--- src/design/ralu_pkg.sv ---
// Shared types and constants for the register ALU with NZCV flags.
// Holds the operation codes, the decoded command and the result item formats.
// No dependencies.
package ralu_pkg;

  localparam int REG_IDX_W    = 3;
  localparam int DATA_W       = 32;
  localparam int KIND_W       = 4;
  localparam int SHAMT_W      = 5;
  localparam int NUM_REGS_DEF = 8;
  localparam int CMDQ_DEPTH   = 2;
  localparam int RESQ_DEPTH   = 2;

  // Bit positions of the condition flags.
  localparam int FLG_N = 3;
  localparam int FLG_Z = 2;
  localparam int FLG_C = 1;
  localparam int FLG_V = 0;

  typedef enum logic [KIND_W-1:0] {
    OP_ADD = 4'd0,
    OP_SUB = 4'd1,
    OP_AND = 4'd2,
    OP_NOT = 4'd3,
    OP_ORR = 4'd4,
    OP_XOR = 4'd5,
    OP_LSR = 4'd6,
    OP_LSL = 4'd7,
    OP_MOV = 4'd8
  } op_t;

  typedef struct packed {
    op_t                  op;
    logic                 op_ok;
    logic                 setf;
    logic [REG_IDX_W-1:0] dest;
    logic                 dest_ok;
    logic [REG_IDX_W-1:0] src1;
    logic                 src1_ok;
    logic [REG_IDX_W-1:0] src2;
    logic                 src2_ok;
    logic [SHAMT_W-1:0]   sh;
    logic [DATA_W-1:0]    imm;
  } cmd_t;

  typedef struct packed {
    logic [REG_IDX_W-1:0] wreg;
    logic [DATA_W-1:0]    wval;
    logic                 n;
    logic                 z;
    logic                 c;
    logic                 v;
  } res_t;

endpackage

--- src/design/ralu_fifo.sv ---
// Small first-in first-out queue used between the front and back ends and on the result side.
// Depends on nothing but its parameters.
module ralu_fifo #(
  parameter int DW    = 8,
  parameter int DEPTH = 2
) (
  input  logic          clk,
  input  logic          rst_n,
  input  logic          push,
  output logic          full,
  input  logic [DW-1:0] wdata,
  input  logic          pop,
  output logic          empty,
  output logic [DW-1:0] rdata
);

  localparam int PTR_W = (DEPTH > 1) ? $clog2(DEPTH) : 1;
  localparam int CNT_W = $clog2(DEPTH + 1);

  logic [DW-1:0]    mem [DEPTH];
  logic [PTR_W-1:0] wp_r, wp_nxt;
  logic [PTR_W-1:0] rp_r, rp_nxt;
  logic [CNT_W-1:0] cnt_r, cnt_nxt;
  logic             do_push;
  logic             do_pop;

  assign full    = (cnt_r == CNT_W'(DEPTH));
  assign empty   = (cnt_r == '0);
  assign do_push = push && !full;
  assign do_pop  = pop && !empty;
  assign rdata   = mem[rp_r];

  always_comb begin
    wp_nxt  = wp_r;
    rp_nxt  = rp_r;
    cnt_nxt = cnt_r;
    if (do_push) begin
      wp_nxt = (wp_r == PTR_W'(DEPTH - 1)) ? '0 : wp_r + PTR_W'(1);
    end
    if (do_pop) begin
      rp_nxt = (rp_r == PTR_W'(DEPTH - 1)) ? '0 : rp_r + PTR_W'(1);
    end
    if (do_push && !do_pop) begin
      cnt_nxt = cnt_r + CNT_W'(1);
    end else if (do_pop && !do_push) begin
      cnt_nxt = cnt_r - CNT_W'(1);
    end
  end

  always_ff @(posedge clk) begin
    if (!rst_n) begin
      wp_r  <= '0;
      rp_r  <= '0;
      cnt_r <= '0;
    end else begin
      wp_r  <= wp_nxt;
      rp_r  <= rp_nxt;
      cnt_r <= cnt_nxt;
    end
  end

  always_ff @(posedge clk) begin
    if (do_push) begin
      mem[wp_r] <= wdata;
    end
  end

`ifndef NO_ASSERTIONS
  a_cnt_bound: assert property (@(posedge clk) disable iff (!rst_n)
    cnt_r <= CNT_W'(DEPTH))
    else $error("queue occupancy beyond its depth");

  a_cnt_up: assert property (@(posedge clk) disable iff (!rst_n)
    (do_push && !do_pop) |=> (cnt_r == $past(cnt_r) + CNT_W'(1)))
    else $error("queue occupancy did not rise on a lone push");

  a_cnt_down: assert property (@(posedge clk) disable iff (!rst_n)
    (do_pop && !do_push) |=> (cnt_r == $past(cnt_r) - CNT_W'(1)))
    else $error("queue occupancy did not fall on a lone pop");
`endif

endmodule

--- src/design/ralu_front.sv ---
// Front end of the register ALU: takes input items and decodes them into commands.
// Depends on ralu_pkg for the operation codes and the command format.
module ralu_front #(
  parameter int NUM_REGS = ralu_pkg::NUM_REGS_DEF
) (
  input  logic                           in_push,
  output logic                           in_full,
  input  logic [ralu_pkg::KIND_W-1:0]    in_kind,
  input  logic                           in_set_flags,
  input  logic [ralu_pkg::REG_IDX_W-1:0] in_dest_reg,
  input  logic [ralu_pkg::REG_IDX_W-1:0] in_src1_reg,
  input  logic [ralu_pkg::REG_IDX_W-1:0] in_src2_reg,
  input  logic [ralu_pkg::SHAMT_W-1:0]   in_shift_amount,
  input  logic [ralu_pkg::DATA_W-1:0]    in_immediate,
  output logic                           cq_push,
  input  logic                           cq_full,
  output ralu_pkg::cmd_t                 cq_cmd
);

  import ralu_pkg::*;

  logic kind_ok;

  // Codes above the move are unused: such an item writes nothing and keeps the flags.
  assign kind_ok = (in_kind <= OP_MOV);
  assign in_full = cq_full;
  assign cq_push = in_push && !cq_full;

  always_comb begin
    cq_cmd         = '0;
    cq_cmd.op      = kind_ok ? op_t'(in_kind) : OP_ADD;
    cq_cmd.op_ok   = kind_ok;
    cq_cmd.setf    = in_set_flags && kind_ok && (in_kind != OP_MOV);
    cq_cmd.dest    = in_dest_reg;
    cq_cmd.dest_ok = (int'(in_dest_reg) < NUM_REGS);
    cq_cmd.src1    = in_src1_reg;
    cq_cmd.src1_ok = (int'(in_src1_reg) < NUM_REGS);
    cq_cmd.src2    = in_src2_reg;
    cq_cmd.src2_ok = (int'(in_src2_reg) < NUM_REGS);
    cq_cmd.sh      = in_shift_amount;
    cq_cmd.imm     = in_immediate;
  end

endmodule

--- src/design/ralu_back.sv ---
// Back end of the register ALU: register file, operand read, execute and flag update.
// Depends on ralu_pkg for the operation codes, flag positions and item formats.
module ralu_back #(
  parameter int NUM_REGS = ralu_pkg::NUM_REGS_DEF
) (
  input  logic           clk,
  input  logic           rst_n,
  input  ralu_pkg::cmd_t cq_cmd,
  input  logic           cq_empty,
  output logic           cq_pop,
  output ralu_pkg::res_t rq_res,
  output logic           rq_push,
  input  logic           rq_full
);

  import ralu_pkg::*;

  localparam int IDX_W = (NUM_REGS > 1) ? $clog2(NUM_REGS) : 1;

  logic [DATA_W-1:0]   rf_mem [NUM_REGS];
  logic [NUM_REGS-1:0] rf_vld_r;
  cmd_t                ex_cmd_r;
  logic                ex_vld_r;
  logic [DATA_W-1:0]   opa_r;
  logic [DATA_W-1:0]   opb_r;
  logic [3:0]          nzcv_r, nzcv_nxt;

  logic [IDX_W-1:0]    rd1_idx, rd2_idx, wr_idx;
  logic                commit, ex_adv, issue, wr_en;
  logic                byp1, byp2;
  logic [DATA_W-1:0]   res_val;
  logic [DATA_W-1:0]   bsel;
  logic [DATA_W:0]     sum;
  logic [DATA_W:0]     shr;
  logic [DATA_W:0]     shl;
  logic                is_sub;

  if (IDX_W <= REG_IDX_W) begin : g_idx_narrow
    assign rd1_idx = cq_cmd.src1[IDX_W-1:0];
    assign rd2_idx = cq_cmd.src2[IDX_W-1:0];
    assign wr_idx  = ex_cmd_r.dest[IDX_W-1:0];
  end else begin : g_idx_wide
    assign rd1_idx = {{(IDX_W-REG_IDX_W){1'b0}}, cq_cmd.src1};
    assign rd2_idx = {{(IDX_W-REG_IDX_W){1'b0}}, cq_cmd.src2};
    assign wr_idx  = {{(IDX_W-REG_IDX_W){1'b0}}, ex_cmd_r.dest};
  end

  // The execute stage retires when the result queue has room; a new command
  // enters whenever the stage is empty or retiring in the same cycle.
  assign commit = ex_vld_r && !rq_full;
  assign ex_adv = !ex_vld_r || commit;
  assign issue  = !cq_empty && ex_adv;
  assign cq_pop = issue;
  assign wr_en  = commit && ex_cmd_r.op_ok && ex_cmd_r.dest_ok;

  // A source read in the cycle its register is being written takes the new value.
  assign byp1 = wr_en && cq_cmd.src1_ok && (wr_idx == rd1_idx);
  assign byp2 = wr_en && cq_cmd.src2_ok && (wr_idx == rd2_idx);

  always_comb begin
    is_sub = (ex_cmd_r.op == OP_SUB);
    bsel   = is_sub ? ~opb_r : opb_r;
    sum    = {1'b0, opa_r} + {1'b0, bsel} + {{DATA_W{1'b0}}, is_sub};
    shr    = {opa_r, 1'b0} >> ex_cmd_r.sh;
    shl    = {1'b0, opa_r} << ex_cmd_r.sh;
    case (ex_cmd_r.op)
      OP_ADD:  res_val = sum[DATA_W-1:0];
      OP_SUB:  res_val = sum[DATA_W-1:0];
      OP_AND:  res_val = opa_r & opb_r;
      OP_NOT:  res_val = ~opa_r;
      OP_ORR:  res_val = opa_r | opb_r;
      OP_XOR:  res_val = opa_r ^ opb_r;
      OP_LSR:  res_val = shr[DATA_W:1];
      OP_LSL:  res_val = shl[DATA_W-1:0];
      OP_MOV:  res_val = ex_cmd_r.imm;
      default: res_val = '0;
    endcase
    if (!ex_cmd_r.op_ok) begin
      res_val = '0;
    end
  end

  always_comb begin
    nzcv_nxt = nzcv_r;
    if (ex_cmd_r.setf) begin
      nzcv_nxt[FLG_N] = res_val[DATA_W-1];
      nzcv_nxt[FLG_Z] = (res_val == '0);
      if (ex_cmd_r.op inside {OP_ADD, OP_SUB}) begin
        nzcv_nxt[FLG_C] = sum[DATA_W];
        nzcv_nxt[FLG_V] = (opa_r[DATA_W-1] == bsel[DATA_W-1]) &&
                          (res_val[DATA_W-1] != opa_r[DATA_W-1]);
      end else if ((ex_cmd_r.op inside {OP_LSR, OP_LSL}) && (ex_cmd_r.sh != '0)) begin
        nzcv_nxt[FLG_C] = (ex_cmd_r.op == OP_LSR) ? shr[0] : shl[DATA_W];
      end
    end
  end

  always_comb begin
    rq_push     = commit;
    rq_res.wreg = ex_cmd_r.dest;
    rq_res.wval = res_val;
    rq_res.n    = nzcv_nxt[FLG_N];
    rq_res.z    = nzcv_nxt[FLG_Z];
    rq_res.c    = nzcv_nxt[FLG_C];
    rq_res.v    = nzcv_nxt[FLG_V];
  end

  always_ff @(posedge clk) begin
    if (!rst_n) begin
      ex_vld_r <= 1'b0;
      rf_vld_r <= '0;
      nzcv_r   <= '0;
    end else begin
      if (ex_adv) begin
        ex_vld_r <= issue;
      end
      if (wr_en) begin
        rf_vld_r[wr_idx] <= 1'b1;
      end
      if (commit) begin
        nzcv_r <= nzcv_nxt;
      end
    end
  end

  // Register file write and registered operand read.
  always_ff @(posedge clk) begin
    if (wr_en) begin
      rf_mem[wr_idx] <= res_val;
    end
    if (issue) begin
      ex_cmd_r <= cq_cmd;
      if (!cq_cmd.src1_ok) begin
        opa_r <= '0;
      end else if (byp1) begin
        opa_r <= res_val;
      end else begin
        opa_r <= rf_vld_r[rd1_idx] ? rf_mem[rd1_idx] : '0;
      end
      if (!cq_cmd.src2_ok) begin
        opb_r <= '0;
      end else if (byp2) begin
        opb_r <= res_val;
      end else begin
        opb_r <= rf_vld_r[rd2_idx] ? rf_mem[rd2_idx] : '0;
      end
    end
  end

`ifndef NO_ASSERTIONS
  a_flags_hold: assert property (@(posedge clk) disable iff (!rst_n)
    !commit |=> $stable(nzcv_r))
    else $error("flags changed without a retiring item");

  a_stall_hold: assert property (@(posedge clk) disable iff (!rst_n)
    (ex_vld_r && !commit) |=> (ex_vld_r && $stable(ex_cmd_r) && $stable(opa_r)))
    else $error("stalled execute stage lost its command");

  a_logic_keeps_cv: assert property (@(posedge clk) disable iff (!rst_n)
    (commit && (ex_cmd_r.op == OP_AND || ex_cmd_r.op == OP_NOT ||
                ex_cmd_r.op == OP_ORR || ex_cmd_r.op == OP_XOR ||
                ex_cmd_r.op == OP_MOV))
    |=> ($stable(nzcv_r[FLG_C]) && $stable(nzcv_r[FLG_V])))
    else $error("logic or move altered carry or overflow");

  a_bad_op_no_write: assert property (@(posedge clk) disable iff (!rst_n)
    (commit && !ex_cmd_r.op_ok) |-> (!wr_en && res_val == '0))
    else $error("unused operation code wrote a register");
`endif

endmodule

--- src/design/register_alu_with_nzcv_flags.sv ---
// Top level of the register ALU with NZCV condition flags.
// Depends on ralu_pkg, ralu_fifo, ralu_front and ralu_back.
//
//   Channel  | Direction | Handshake        | Payload
//   ---------+-----------+------------------+-----------------------------------------
//   in_      | input     | in_push, in_full | kind, set_flags, dest/src regs, shift, imm
//   out_     | output    | out_pop, out_empty | written_reg, written_value, N Z C V flags
//
// The block sustains one item per clock cycle while the result queue has room, set by
// the single execute stage. Operands are read as a command enters that stage, which
// then computes and writes the register file and flags. An accepted item is written
// into the command queue, moves into the execute stage and then into the result queue.
// Reset (rst_n low at a clock edge) empties both queues, zeroes the flags and marks
// every register as zero through per-register valid bits; no clearing pass is needed.
// A stall on the output side fills the result queue, then holds the execute stage,
// and finally fills the command queue, at which point in_full rises.
module register_alu_with_nzcv_flags #(
  parameter int NUM_REGS = ralu_pkg::NUM_REGS_DEF
) (
  input  logic                           clk,
  input  logic                           rst_n,
  input  logic                           in_push,
  output logic                           in_full,
  input  logic [ralu_pkg::KIND_W-1:0]    in_kind,
  input  logic                           in_set_flags,
  input  logic [ralu_pkg::REG_IDX_W-1:0] in_dest_reg,
  input  logic [ralu_pkg::REG_IDX_W-1:0] in_src1_reg,
  input  logic [ralu_pkg::REG_IDX_W-1:0] in_src2_reg,
  input  logic [ralu_pkg::SHAMT_W-1:0]   in_shift_amount,
  input  logic [ralu_pkg::DATA_W-1:0]    in_immediate,
  output logic                           out_empty,
  input  logic                           out_pop,
  output logic [ralu_pkg::REG_IDX_W-1:0] out_written_reg,
  output logic [ralu_pkg::DATA_W-1:0]    out_written_value,
  output logic                           out_flag_n,
  output logic                           out_flag_z,
  output logic                           out_flag_c,
  output logic                           out_flag_v
);

  import ralu_pkg::*;

  // Front end to command queue.
  logic cq_push;
  logic cq_full;
  cmd_t cq_wcmd;

  // Command queue to back end.
  logic cq_empty;
  logic cq_pop;
  cmd_t cq_rcmd;

  // Back end to result queue.
  logic rq_push;
  logic rq_full;
  res_t rq_wres;
  res_t rq_rres;

  // The front end decodes each item as it is accepted and places it in the queue.
  ralu_front #(
    .NUM_REGS (NUM_REGS)
  ) u_front (
    .in_push         (in_push),
    .in_full         (in_full),
    .in_kind         (in_kind),
    .in_set_flags    (in_set_flags),
    .in_dest_reg     (in_dest_reg),
    .in_src1_reg     (in_src1_reg),
    .in_src2_reg     (in_src2_reg),
    .in_shift_amount (in_shift_amount),
    .in_immediate    (in_immediate),
    .cq_push         (cq_push),
    .cq_full         (cq_full),
    .cq_cmd          (cq_wcmd)
  );

  // The command queue lets the front keep accepting while the back end stalls.
  ralu_fifo #(
    .DW    ($bits(cmd_t)),
    .DEPTH (CMDQ_DEPTH)
  ) u_cmdq (
    .clk   (clk),
    .rst_n (rst_n),
    .push  (cq_push),
    .full  (cq_full),
    .wdata (cq_wcmd),
    .pop   (cq_pop),
    .empty (cq_empty),
    .rdata (cq_rcmd)
  );

  // Back end: holds the architectural state, executes one command per cycle unless stalled.
  ralu_back #(
    .NUM_REGS (NUM_REGS)
  ) u_back (
    .clk      (clk),
    .rst_n    (rst_n),
    .cq_cmd   (cq_rcmd),
    .cq_empty (cq_empty),
    .cq_pop   (cq_pop),
    .rq_res   (rq_wres),
    .rq_push  (rq_push),
    .rq_full  (rq_full)
  );

  // The result queue separates the execute stage from the consumer.
  ralu_fifo #(
    .DW    ($bits(res_t)),
    .DEPTH (RESQ_DEPTH)
  ) u_resq (
    .clk   (clk),
    .rst_n (rst_n),
    .push  (rq_push),
    .full  (rq_full),
    .wdata (rq_wres),
    .pop   (out_pop),
    .empty (out_empty),
    .rdata (rq_rres)
  );

  assign out_written_reg   = rq_rres.wreg;
  assign out_written_value = rq_rres.wval;
  assign out_flag_n        = rq_rres.n;
  assign out_flag_z        = rq_rres.z;
  assign out_flag_c        = rq_rres.c;
  assign out_flag_v        = rq_rres.v;

endmodule
--- config.mk ---
export PLATFORM = sky130hd
export DESIGN_NAME = register_alu_with_nzcv_flags
export DESIGN_NICKNAME = d
export VERILOG_FILES = /design/src/design/ralu_pkg.sv /design/src/design/ralu_fifo.sv /design/src/design/ralu_front.sv /design/src/design/ralu_back.sv /design/src/design/register_alu_with_nzcv_flags.sv
export SDC_FILE = /design/constraint.sdc
export NUM_CORES = 1
export LEC_CHECK = 0
export BUFFER_PORTS_ARGS = -buffer_cell sky130_fd_sc_hd__buf_2
export CORE_MARGIN = 4
export CORE_UTILIZATION = 50
export CTS_CLUSTER_SIZE = 12
export DETAILED_ROUTE_END_ITERATION = 10
export PLACE_DENSITY = 0.66
export REMOVE_ABC_BUFFERS = 1
export SLEW_MARGIN = 20
export SYNTH_ARGS = -nofsm -noshare
export SYNTH_HDL_FRONTEND = slang
export SYNTH_SLANG_ARGS = --single-unit
--- constraint.sdc ---
create_clock -name clk -period 6.25 [get_ports clk]
set_input_delay 0.3125 -clock clk [delete_from_list [all_inputs] [get_ports clk]]
set_output_delay 0.3125 -clock clk [all_outputs]
set_load 0.005 [all_outputs]
==> results of run 1 <==
-- cell usage in the layout (no fill, tap or decap), drive strengths merged, types with 19 or more instances in the layout --
cell type,n
a211oi,43
clkbuf,85
a311oi,36
nand2b,29
a21oi,89
mux4,105
and3,46
mux2i,114
buf,199
dlygate4sd3,46
xnor2,48
a22oi,24
o22ai,73
nor3,26
a31oi,53
nand2,396
a21o,19
mux2,122
o211ai,25
ha,104
dfxtp,23
nand3,101
o21ai,86
inv,120
edfxtp,548
nor2,141
a221oi,21
nor2b,19
-- per-stage QoR --
| step | cell area [sq um] | instances | setup TNS (ps) | hold WS (ps) |
|---|---|---|---|---|
| final | 37000 | 3843 | 0 | 42.9 |
| after global routing | 37000 | 3842 | 0 | 33.7 |
| after CTS | 36900 | 3841 | 0 | 12.0 |
| after detailed placement | 34700 | 3692 | 0 | 470 |
| after global placement | 34700 | 3691 | 0 | 454 |
| after floorplan | 32200 | 2629 | -310920 | 411 |
-- logic make-up (layout without fill, tap and decap cells) --
group	count (synthesis)	after routing	synth area share
xor gates and xnor gates	63	63	0.0166
adders and majority gates	105	105	0.0398
DFF	571	571	0.510
AOI/OAI and AO/OA	582	582	0.124
buffers and inverters	343	469	0.0444
muxes	341	341	0.148
and+or+nand+nor	847	847	0.118
other	0	1	0
-- power by group through the flow --
stage | Combinational (mW) | Sequential, mW | Clock [mW]
3_3_place_gp | 11.7 | 6.51 | 0
6_report | 12.1 | 6.52 | 3.22
4_1_cts | 11.9 | 6.46 | 3.26
2_1_floorplan | 7.24 | 6.37 | 0
5_1_grt | 12.8 | 6.53 | 3.44
3_5_place_dp | 11.8 | 6.52 | 0
-- registers in the layout, indices dropped and copies added (netlist names), named ones only --
| name | count |
|---|---|
| u_back.rf_vld_r | 8 |
| u_resq.wp_r | 1 |
| u_resq.mem | 78 |
| u_resq.cnt_r | 2 |
| u_back.rf_mem | 256 |
| u_resq.rp_r | 1 |
| u_cmdq.mem | 104 |
| u_cmdq.cnt_r | 2 |
| u_cmdq.wp_r | 1 |
| u_back.ex_vld_r | 1 |
| u_back.wr_idx | 3 |
| u_back.opa_r | 32 |
| u_cmdq.rp_r | 1 |
| u_back.opb_r | 32 |
| u_back.ex_cmd_r | 43 |
| u_back.nzcv_r | 4 |
-- cell type report --
| type | instances | area, sq um | area share |
|---|---|---|---|
| sequential | 571 | 16900 | 0.458 |
| multi-input combinational | 1938 | 15000 | 0.406 |
| timing repair buffer | 246 | 1770 | 0.0479 |
| clock buffer | 85 | 1600 | 0.0434 |
| tap | 864 | 1080 | 0.0292 |
| inverter | 120 | 453 | 0.0123 |
| clock inverter | 18 | 131 | 0.00355 |
| antenna | 1 | 2.50 | 0.0000677 |
-- layer usage --
layer / global-route usage / wire [um]
met1: 0.453 / 47800
met2: 0.546 / 56800
met5: 0 / 13
met3: 0.0596 / 10500
met4: 0.164 / 7310
-- how the worst min path moves through the flow --
stage,cells past startpoint,to,startpoint,slack (ps)
6_report,2,u_cmdq.mem[0][51],in_kind[2],40
5_1_grt,2,u_cmdq.mem[0][51],in_kind[2],30
4_1_cts,2,u_cmdq.mem[0][47],in_kind[3],10
2_1_floorplan,0,u_cmdq.mem[0][0],in_immediate[0],410
3_3_place_gp,2,u_back.nzcv_r[0],u_back.nzcv_r[0],450
3_5_place_dp,2,u_back.nzcv_r[0],u_back.nzcv_r[0],470
-- critical path, cell delays in order, from the launching register on --
cell                       delay (ps)
sky130_fd_sc_hd__edfxtp_1         430
sky130_fd_sc_hd__nor4b_4          790
sky130_fd_sc_hd__buf_4            370
sky130_fd_sc_hd__buf_4            310
sky130_fd_sc_hd__xnor2_1          170
sky130_fd_sc_hd__ha_1             330
sky130_fd_sc_hd__a21o_1           210
sky130_fd_sc_hd__a21o_1           160
sky130_fd_sc_hd__a21o_1           200
sky130_fd_sc_hd__or4_1            420
sky130_fd_sc_hd__o22ai_2          210
sky130_fd_sc_hd__o21ai_0          170
sky130_fd_sc_hd__a211oi_1         720
sky130_fd_sc_hd__nand4_1          190
sky130_fd_sc_hd__nor4_2           310
sky130_fd_sc_hd__a21o_1           140
==> results.toml, run 1 <==
[power_and_ir_drop]
cellPowerDensity_nw_per_um2 = 592
power.static_leakage_nw = 13.6
finalPower_mw = 21.9
irDropWorstVdd_uv = 314
p_switching_mw = 10.3
power.share.sequential = 0.298
fraction_of_power_spent_switching_nets = 0.472
pwr-share-clk = 0.147
comb_power_share = 0.555
internal-power_mw = 11.5

[timing]
timing.final.crit_share = 0.845
achievable-frequency_mhz = 189
timing.max_slew.rel_slack = 0.172
finalWorstSetupSlack_ps = 968
timing_hold_violations_final = 0
final-max-slew-violation-count = 0
final.min_clock_period_ps = 5280
final-setup-viol-count = 0
grt_setup_unrepaired = "false"
fin_worst_skew_ps = 32.3
tightest_slew_ps = 1240

[critical_path]
path_class = "reg2reg"
critPathLaunchType = "flop"
cp_data_arrival_time_ps = 5750
worstRegToRegCells = 15
startpoint = "u_back.ex_cmd_r[52]"
end_kind = "flop"
worstPathMaxFanout = 15
worst_r2r_startpoint = "u_back.ex_cmd_r[52]"
cp-endpoint = "u_resq.mem[0][2]"
critPathRequiredTime_ps = 6720
r2r_end = "u_resq.mem[0][2]"
r2r_setup_slack_ps = 970

[detailed_routing]
route.antenna.remaining_nets = 0
first_iter_violations = 3083
drt_pass1_iterations = 6
drt_drc_violations_left = 0
via_count = 25600
detail_route.vias_per_cell = 6.67
wire_per_inst_um = 31.8
wl_mm = 122

[global_route]
grt_pass1_wl_mm = 176
grt_max_degree = 131
grt_antenna_before_repair = 4
globalRouteOverflowTotal = 0
grt.total_usage = 0.340
grt_pass1_vias = 25300

[die]
floorplan.core_area_sq_um = 65700
floorplan.die.width_um = 266
area_of_the_die_sq_um = 70600
die-height_um = 266
design.portCount = 96
floorplan.initialDensity = 0.505
placementRows = 94

[synth]
synth_seq_cells = 571
top_cells_by_count_synth = "sky130_fd_sc_hd__edfxtp_1 (548), sky130_fd_sc_hd__nand2_1 (396), sky130_fd_sc_hd__clkbuf_1 (145), sky130_fd_sc_hd__nor2_1 (141), sky130_fd_sc_hd__mux2_2 (118)"
synth.distinct_cells = 102
ys_dominant_reg_cell = "sky130_fd_sc_hd__edfxtp_1"
synth_top_cell_area_share = 0.496
netlist_instances = 2852
synth.top_cells.by_area = "sky130_fd_sc_hd__edfxtp_1 (50%), sky130_fd_sc_hd__mux4_2 (7.1%), sky130_fd_sc_hd__nand2_1 (4.5%)"
synth_seq_area_share = 0.510
synth-async-reset-ratio = 0
yosys.cell_count.top_type = "sky130_fd_sc_hd__edfxtp_1"
number_of_enable_flip_flop_cells_after_synthesis = 548
synth.yosys.warnings = 0
mean_post_synth_cell_area_sq_um = 11.6
yosysTopAreaCell = "sky130_fd_sc_hd__edfxtp_1"
mappedNetlistArea_sq_um = 33200

[status]
status = "completed"

[clocking]
htree_num_levels = 2
cts_post_setup_buffers_inserted = 0
clk_transition_reported_paths_ps = 50
cts_sink_count = 571
ctsRootBufferMaster = "sky130_fd_sc_hd__clkbuf_16"
cts.hold.buffers_added = 46
ctsResizeCount = 0
clock_network_latency_to_the_later_pin_of_the_worst_skew_pair_ps = 630
cts_inserted_buffers = 59
tritoncts = "done"
cts_buffer_depth = 3

[placement]
post-place-ws_ps = 982
gp_routability_congestion = 1.00
dp_hpwl_mm = 86.0
placement.io_buffers = 95

[finish]
syn_to_final_growth_pct = 11.4
n_fill_cell = 5458
final_core_utilization = 0.562
layout-drive-gt1-share = 0.188
final_net_count = 3096

[flow_run]
drv_cap = 0

[worst_hold_path]
class_of_the_most_critical_hold_timing_path = "in2reg"
No activity file was read; power rests on OpenSTA's default activity.
==> run 2, diff against run 1 <==
==> constraint.sdc (replaced) <==
create_clock -name clk -period 5.3 [get_ports clk]
set_input_delay 0.265 -clock clk [delete_from_list [all_inputs] [get_ports clk]]
set_output_delay 0.265 -clock clk [all_outputs]
set_load 0.005 [all_outputs]
==> run 2 against run 1 <==
Combinational power grew 21%. Sequential cell count is the same. Maximum frequency grew 8.3%. Global-route usage grew 0.74 points. Clock skew grew 12 ps. First-iteration DRC count grew 10%. Non-clock buffer count grew 44. Clock-buffer cell count shrank 6. Worst setup slack lost 550 ps. Hold slack gained 25 ps.
==> results.toml, run 2 (synthesized netlist as in run 1, its figures left out) <==
[status]
status = "completed"

[critical_path]
timing.critical_path.slowest_cell_delay_ps = 1100
cp_data_arrival_time_ps = 5350
critPathRequiredTime_ps = 5780
startpoint = "u_back.ex_cmd_r[35]"
cpMaxStageDelayCell = "sky130_fd_sc_hd__edfxtp_1"
timing.critical_path.max_delay_family = "compound AO/OA/AOI/OAI gates"
end_kind = "flop"
worst_r2r_startpoint = "u_back.ex_cmd_r[35]"
r2r_setup_slack_ps = 420
worst-path-buf-inv = 1
cp-endpoint = "u_resq.mem[1][2]"
critical_path.cell_chain = "buf_4 > mux2_2 > nor2_1 > o31ai_1 > o21ai_0 > nor2_1 > a2111oi_0 > and4_1 > a41o_1 > nand4_1 > nor4_2 > a21o_1"
path_class = "reg2reg"
worst_path_most_repeated_cell = "sky130_fd_sc_hd__nor2_1"
path_depth = 12
critPathLaunchType = "flop"
r2r_end = "u_resq.mem[1][2]"
worstRegToRegCells = 12
worstPathMaxFanout = 23

[finish]
mostFrequentLayoutCells = "sky130_fd_sc_hd__edfxtp_1 (548), sky130_fd_sc_hd__nand2_1 (396), sky130_fd_sc_hd__buf_4 (142)"
syn_to_final_growth_pct = 12.3
antenna_cells_inserted = 0
registers.top_by_ff_count = "u_back.rf_mem"
flip_flop_count_of_the_largest_register_after_layout = 256
final_net_count = 3140
most_frequent_standard_cell_in_the_layout_excluding_fill_and_tap_cells = "sky130_fd_sc_hd__edfxtp_1"
n_fill_cell = 5396
largestRegisters = "u_back.rf_mem (256), u_cmdq.mem (104), u_resq.mem (78)"
layout-drive-gt1-share = 0.198

[detailed_routing]
route.met3.wl_mm = 11.1
dr.max_layer_used = "met4"
route.antenna.remaining_nets = 0
met2_length_mm = 58.0
drt_drc_violations_left = 0
wl_mm = 125
wire_per_inst_um = 32.2
first_iter_violations = 3404
via_count = 26200
drt_pass1_iterations = 8
detail_route.vias_per_cell = 6.74
met1Wirelength_mm = 48.1

[power_and_ir_drop]
internal-power_mw = 13.7
finalPower_mw = 26.1
cellPowerDensity_nw_per_um2 = 700
p_switching_mw = 12.4
pwr-share-clk = 0.145
comb_power_share = 0.557
power.static_leakage_nw = 13.8
irDropWorstVdd_uv = 446
fraction_of_power_spent_switching_nets = 0.473
power.share.sequential = 0.297

[clocking]
tritoncts = "done"
cts_sink_count = 571
htree_num_levels = 2
cts_buffer_depth = 3
ctsResizeCount = 0
cts_inserted_buffers = 59
cts_post_setup_buffers_inserted = 0
clk_transition_reported_paths_ps = 60
clock_network_latency_to_the_later_pin_of_the_worst_skew_pair_ps = 640
ctsRootBufferMaster = "sky130_fd_sc_hd__clkbuf_16"

[die]
design.portCount = 96
floorplan.initialDensity = 0.505
die-height_um = 266
area_of_the_die_sq_um = 70600
floorplan.die.width_um = 266
floorplan.core_area_sq_um = 65700
placementRows = 94

[placement]
placement.io_buffers = 95
dp_hpwl_mm = 88.6
gp_routability_congestion = 1.05

[global_route]
grt_antenna_before_repair = 2
grt.total_usage = 0.347
globalRouteOverflowTotal = 0
grt_max_degree = 63
grt_pass1_wl_mm = 181
grt_pass1_vias = 25800

[timing]
fin_worst_skew_ps = 44.4
timing_hold_violations_final = 0
tightest_slew_ps = 1210
achievable-frequency_mhz = 205
final-max-slew-violation-count = 0
grt_setup_unrepaired = "false"
fin_tns_setup_ps = 0
timing.max_slew.rel_slack = 0.192
timing.final.crit_share = 0.921
final-setup-viol-count = 0
final.min_clock_period_ps = 4880

[flow_run]
drv_cap = 0

[worst_hold_path]
class_of_the_most_critical_hold_timing_path = "in2reg"
[run 2: cell count changes in the layout (fill, tap and decap cells not counted), moves of 2 or more]
cell                            before  now
sky130_fd_sc_hd__clkbuf_1           23   18
sky130_fd_sc_hd__dlygate4sd3_1      46   50
sky130_fd_sc_hd__clkinv_4            0    2
sky130_fd_sc_hd__clkinv_1           12   16
sky130_fd_sc_hd__inv_6               3    1
sky130_fd_sc_hd__buf_4             101  142
[run 2: how the worst min path moves through the flow]
stage | from | end | slack, ps | cells after the start
final | in_kind[1] | u_cmdq.mem[0][49] | 70 | 2
after global routing | in_kind[1] | u_cmdq.mem[0][49] | 60 | 2
after CTS | in_kind[1] | u_cmdq.mem[1][49] | 50 | 2
after detailed placement | in_immediate[23] | u_cmdq.mem[0][23] | 460 | 1
after global placement | in_immediate[23] | u_cmdq.mem[0][23] | 450 | 1
after floorplan | in_immediate[0] | u_cmdq.mem[0][0] | 360 | 0
[run 2: final cells by class]
type | instances | area (sq um) | share of cell area
Sequential cell | 571 | 16900 | 0.454
Multi-Input combinational cell | 1938 | 15000 | 0.402
Timing Repair Buffer | 290 | 2100 | 0.0564
Clock buffer | 79 | 1570 | 0.0421
Tap cell | 864 | 1080 | 0.0290
Inverter | 120 | 453 | 0.0121
Clock inverter | 23 | 169 | 0.00453
[run 2: layer usage]
layer / up-vias / track usage
li1: 11100 / -
met1: 13100 / 0.464
met2: 1610 / 0.555
met3: 357 / 0.0573
met4: 0 / 0.174
met5: - / 0
[run 2: metrics by stage]
step | hold WS, ps | util | std cells | setup slack (ps) | area (sq um)
3_5_place_dp | 457 | 0.533 | 3733 | 592 | 35000
5_1_grt | 57.3 | 0.567 | 3885 | 178 | 37300
6_report | 68.3 | 0.567 | 3885 | 421 | 37300
3_3_place_gp | 453 | 0.533 | 3733 | 561 | 35000
4_1_cts | 45.2 | 0.567 | 3885 | 584 | 37300
2_1_floorplan | 364 | - | 2629 | -4330 | 32200
[run 2: power groups by stage]
stage / clock network (mW) / logic (mW) / registers (mW)
final: 3.79 / 14.6 / 7.76
after floorplan: 0 / 8.54 / 7.51
after detailed placement: 0 / 14.1 / 7.75
after CTS: 3.84 / 14.2 / 7.67
after global routing: 4.05 / 15.4 / 7.76
after global placement: 0 / 14.0 / 7.73
[run 2: what timing repair did]
action                                 CTS  global route
endpoints found under the hold margin   97             0
hold buffers                            50             0
setup endpoints to repair                0             0
[run 2: worst register-to-register path, cell delays in order, from the launching register on]
cell                        delay, ps
sky130_fd_sc_hd__edfxtp_1        1100
sky130_fd_sc_hd__buf_4            410
sky130_fd_sc_hd__mux2_2           380
sky130_fd_sc_hd__nor2_1           450
sky130_fd_sc_hd__o31ai_1          280
sky130_fd_sc_hd__o21ai_0          170
sky130_fd_sc_hd__nor2_1           180
sky130_fd_sc_hd__a2111oi_0        720
sky130_fd_sc_hd__and4_1           380
sky130_fd_sc_hd__a41o_1           210
sky130_fd_sc_hd__nand4_1          110
sky130_fd_sc_hd__nor4_2           220
sky130_fd_sc_hd__a21o_1           160
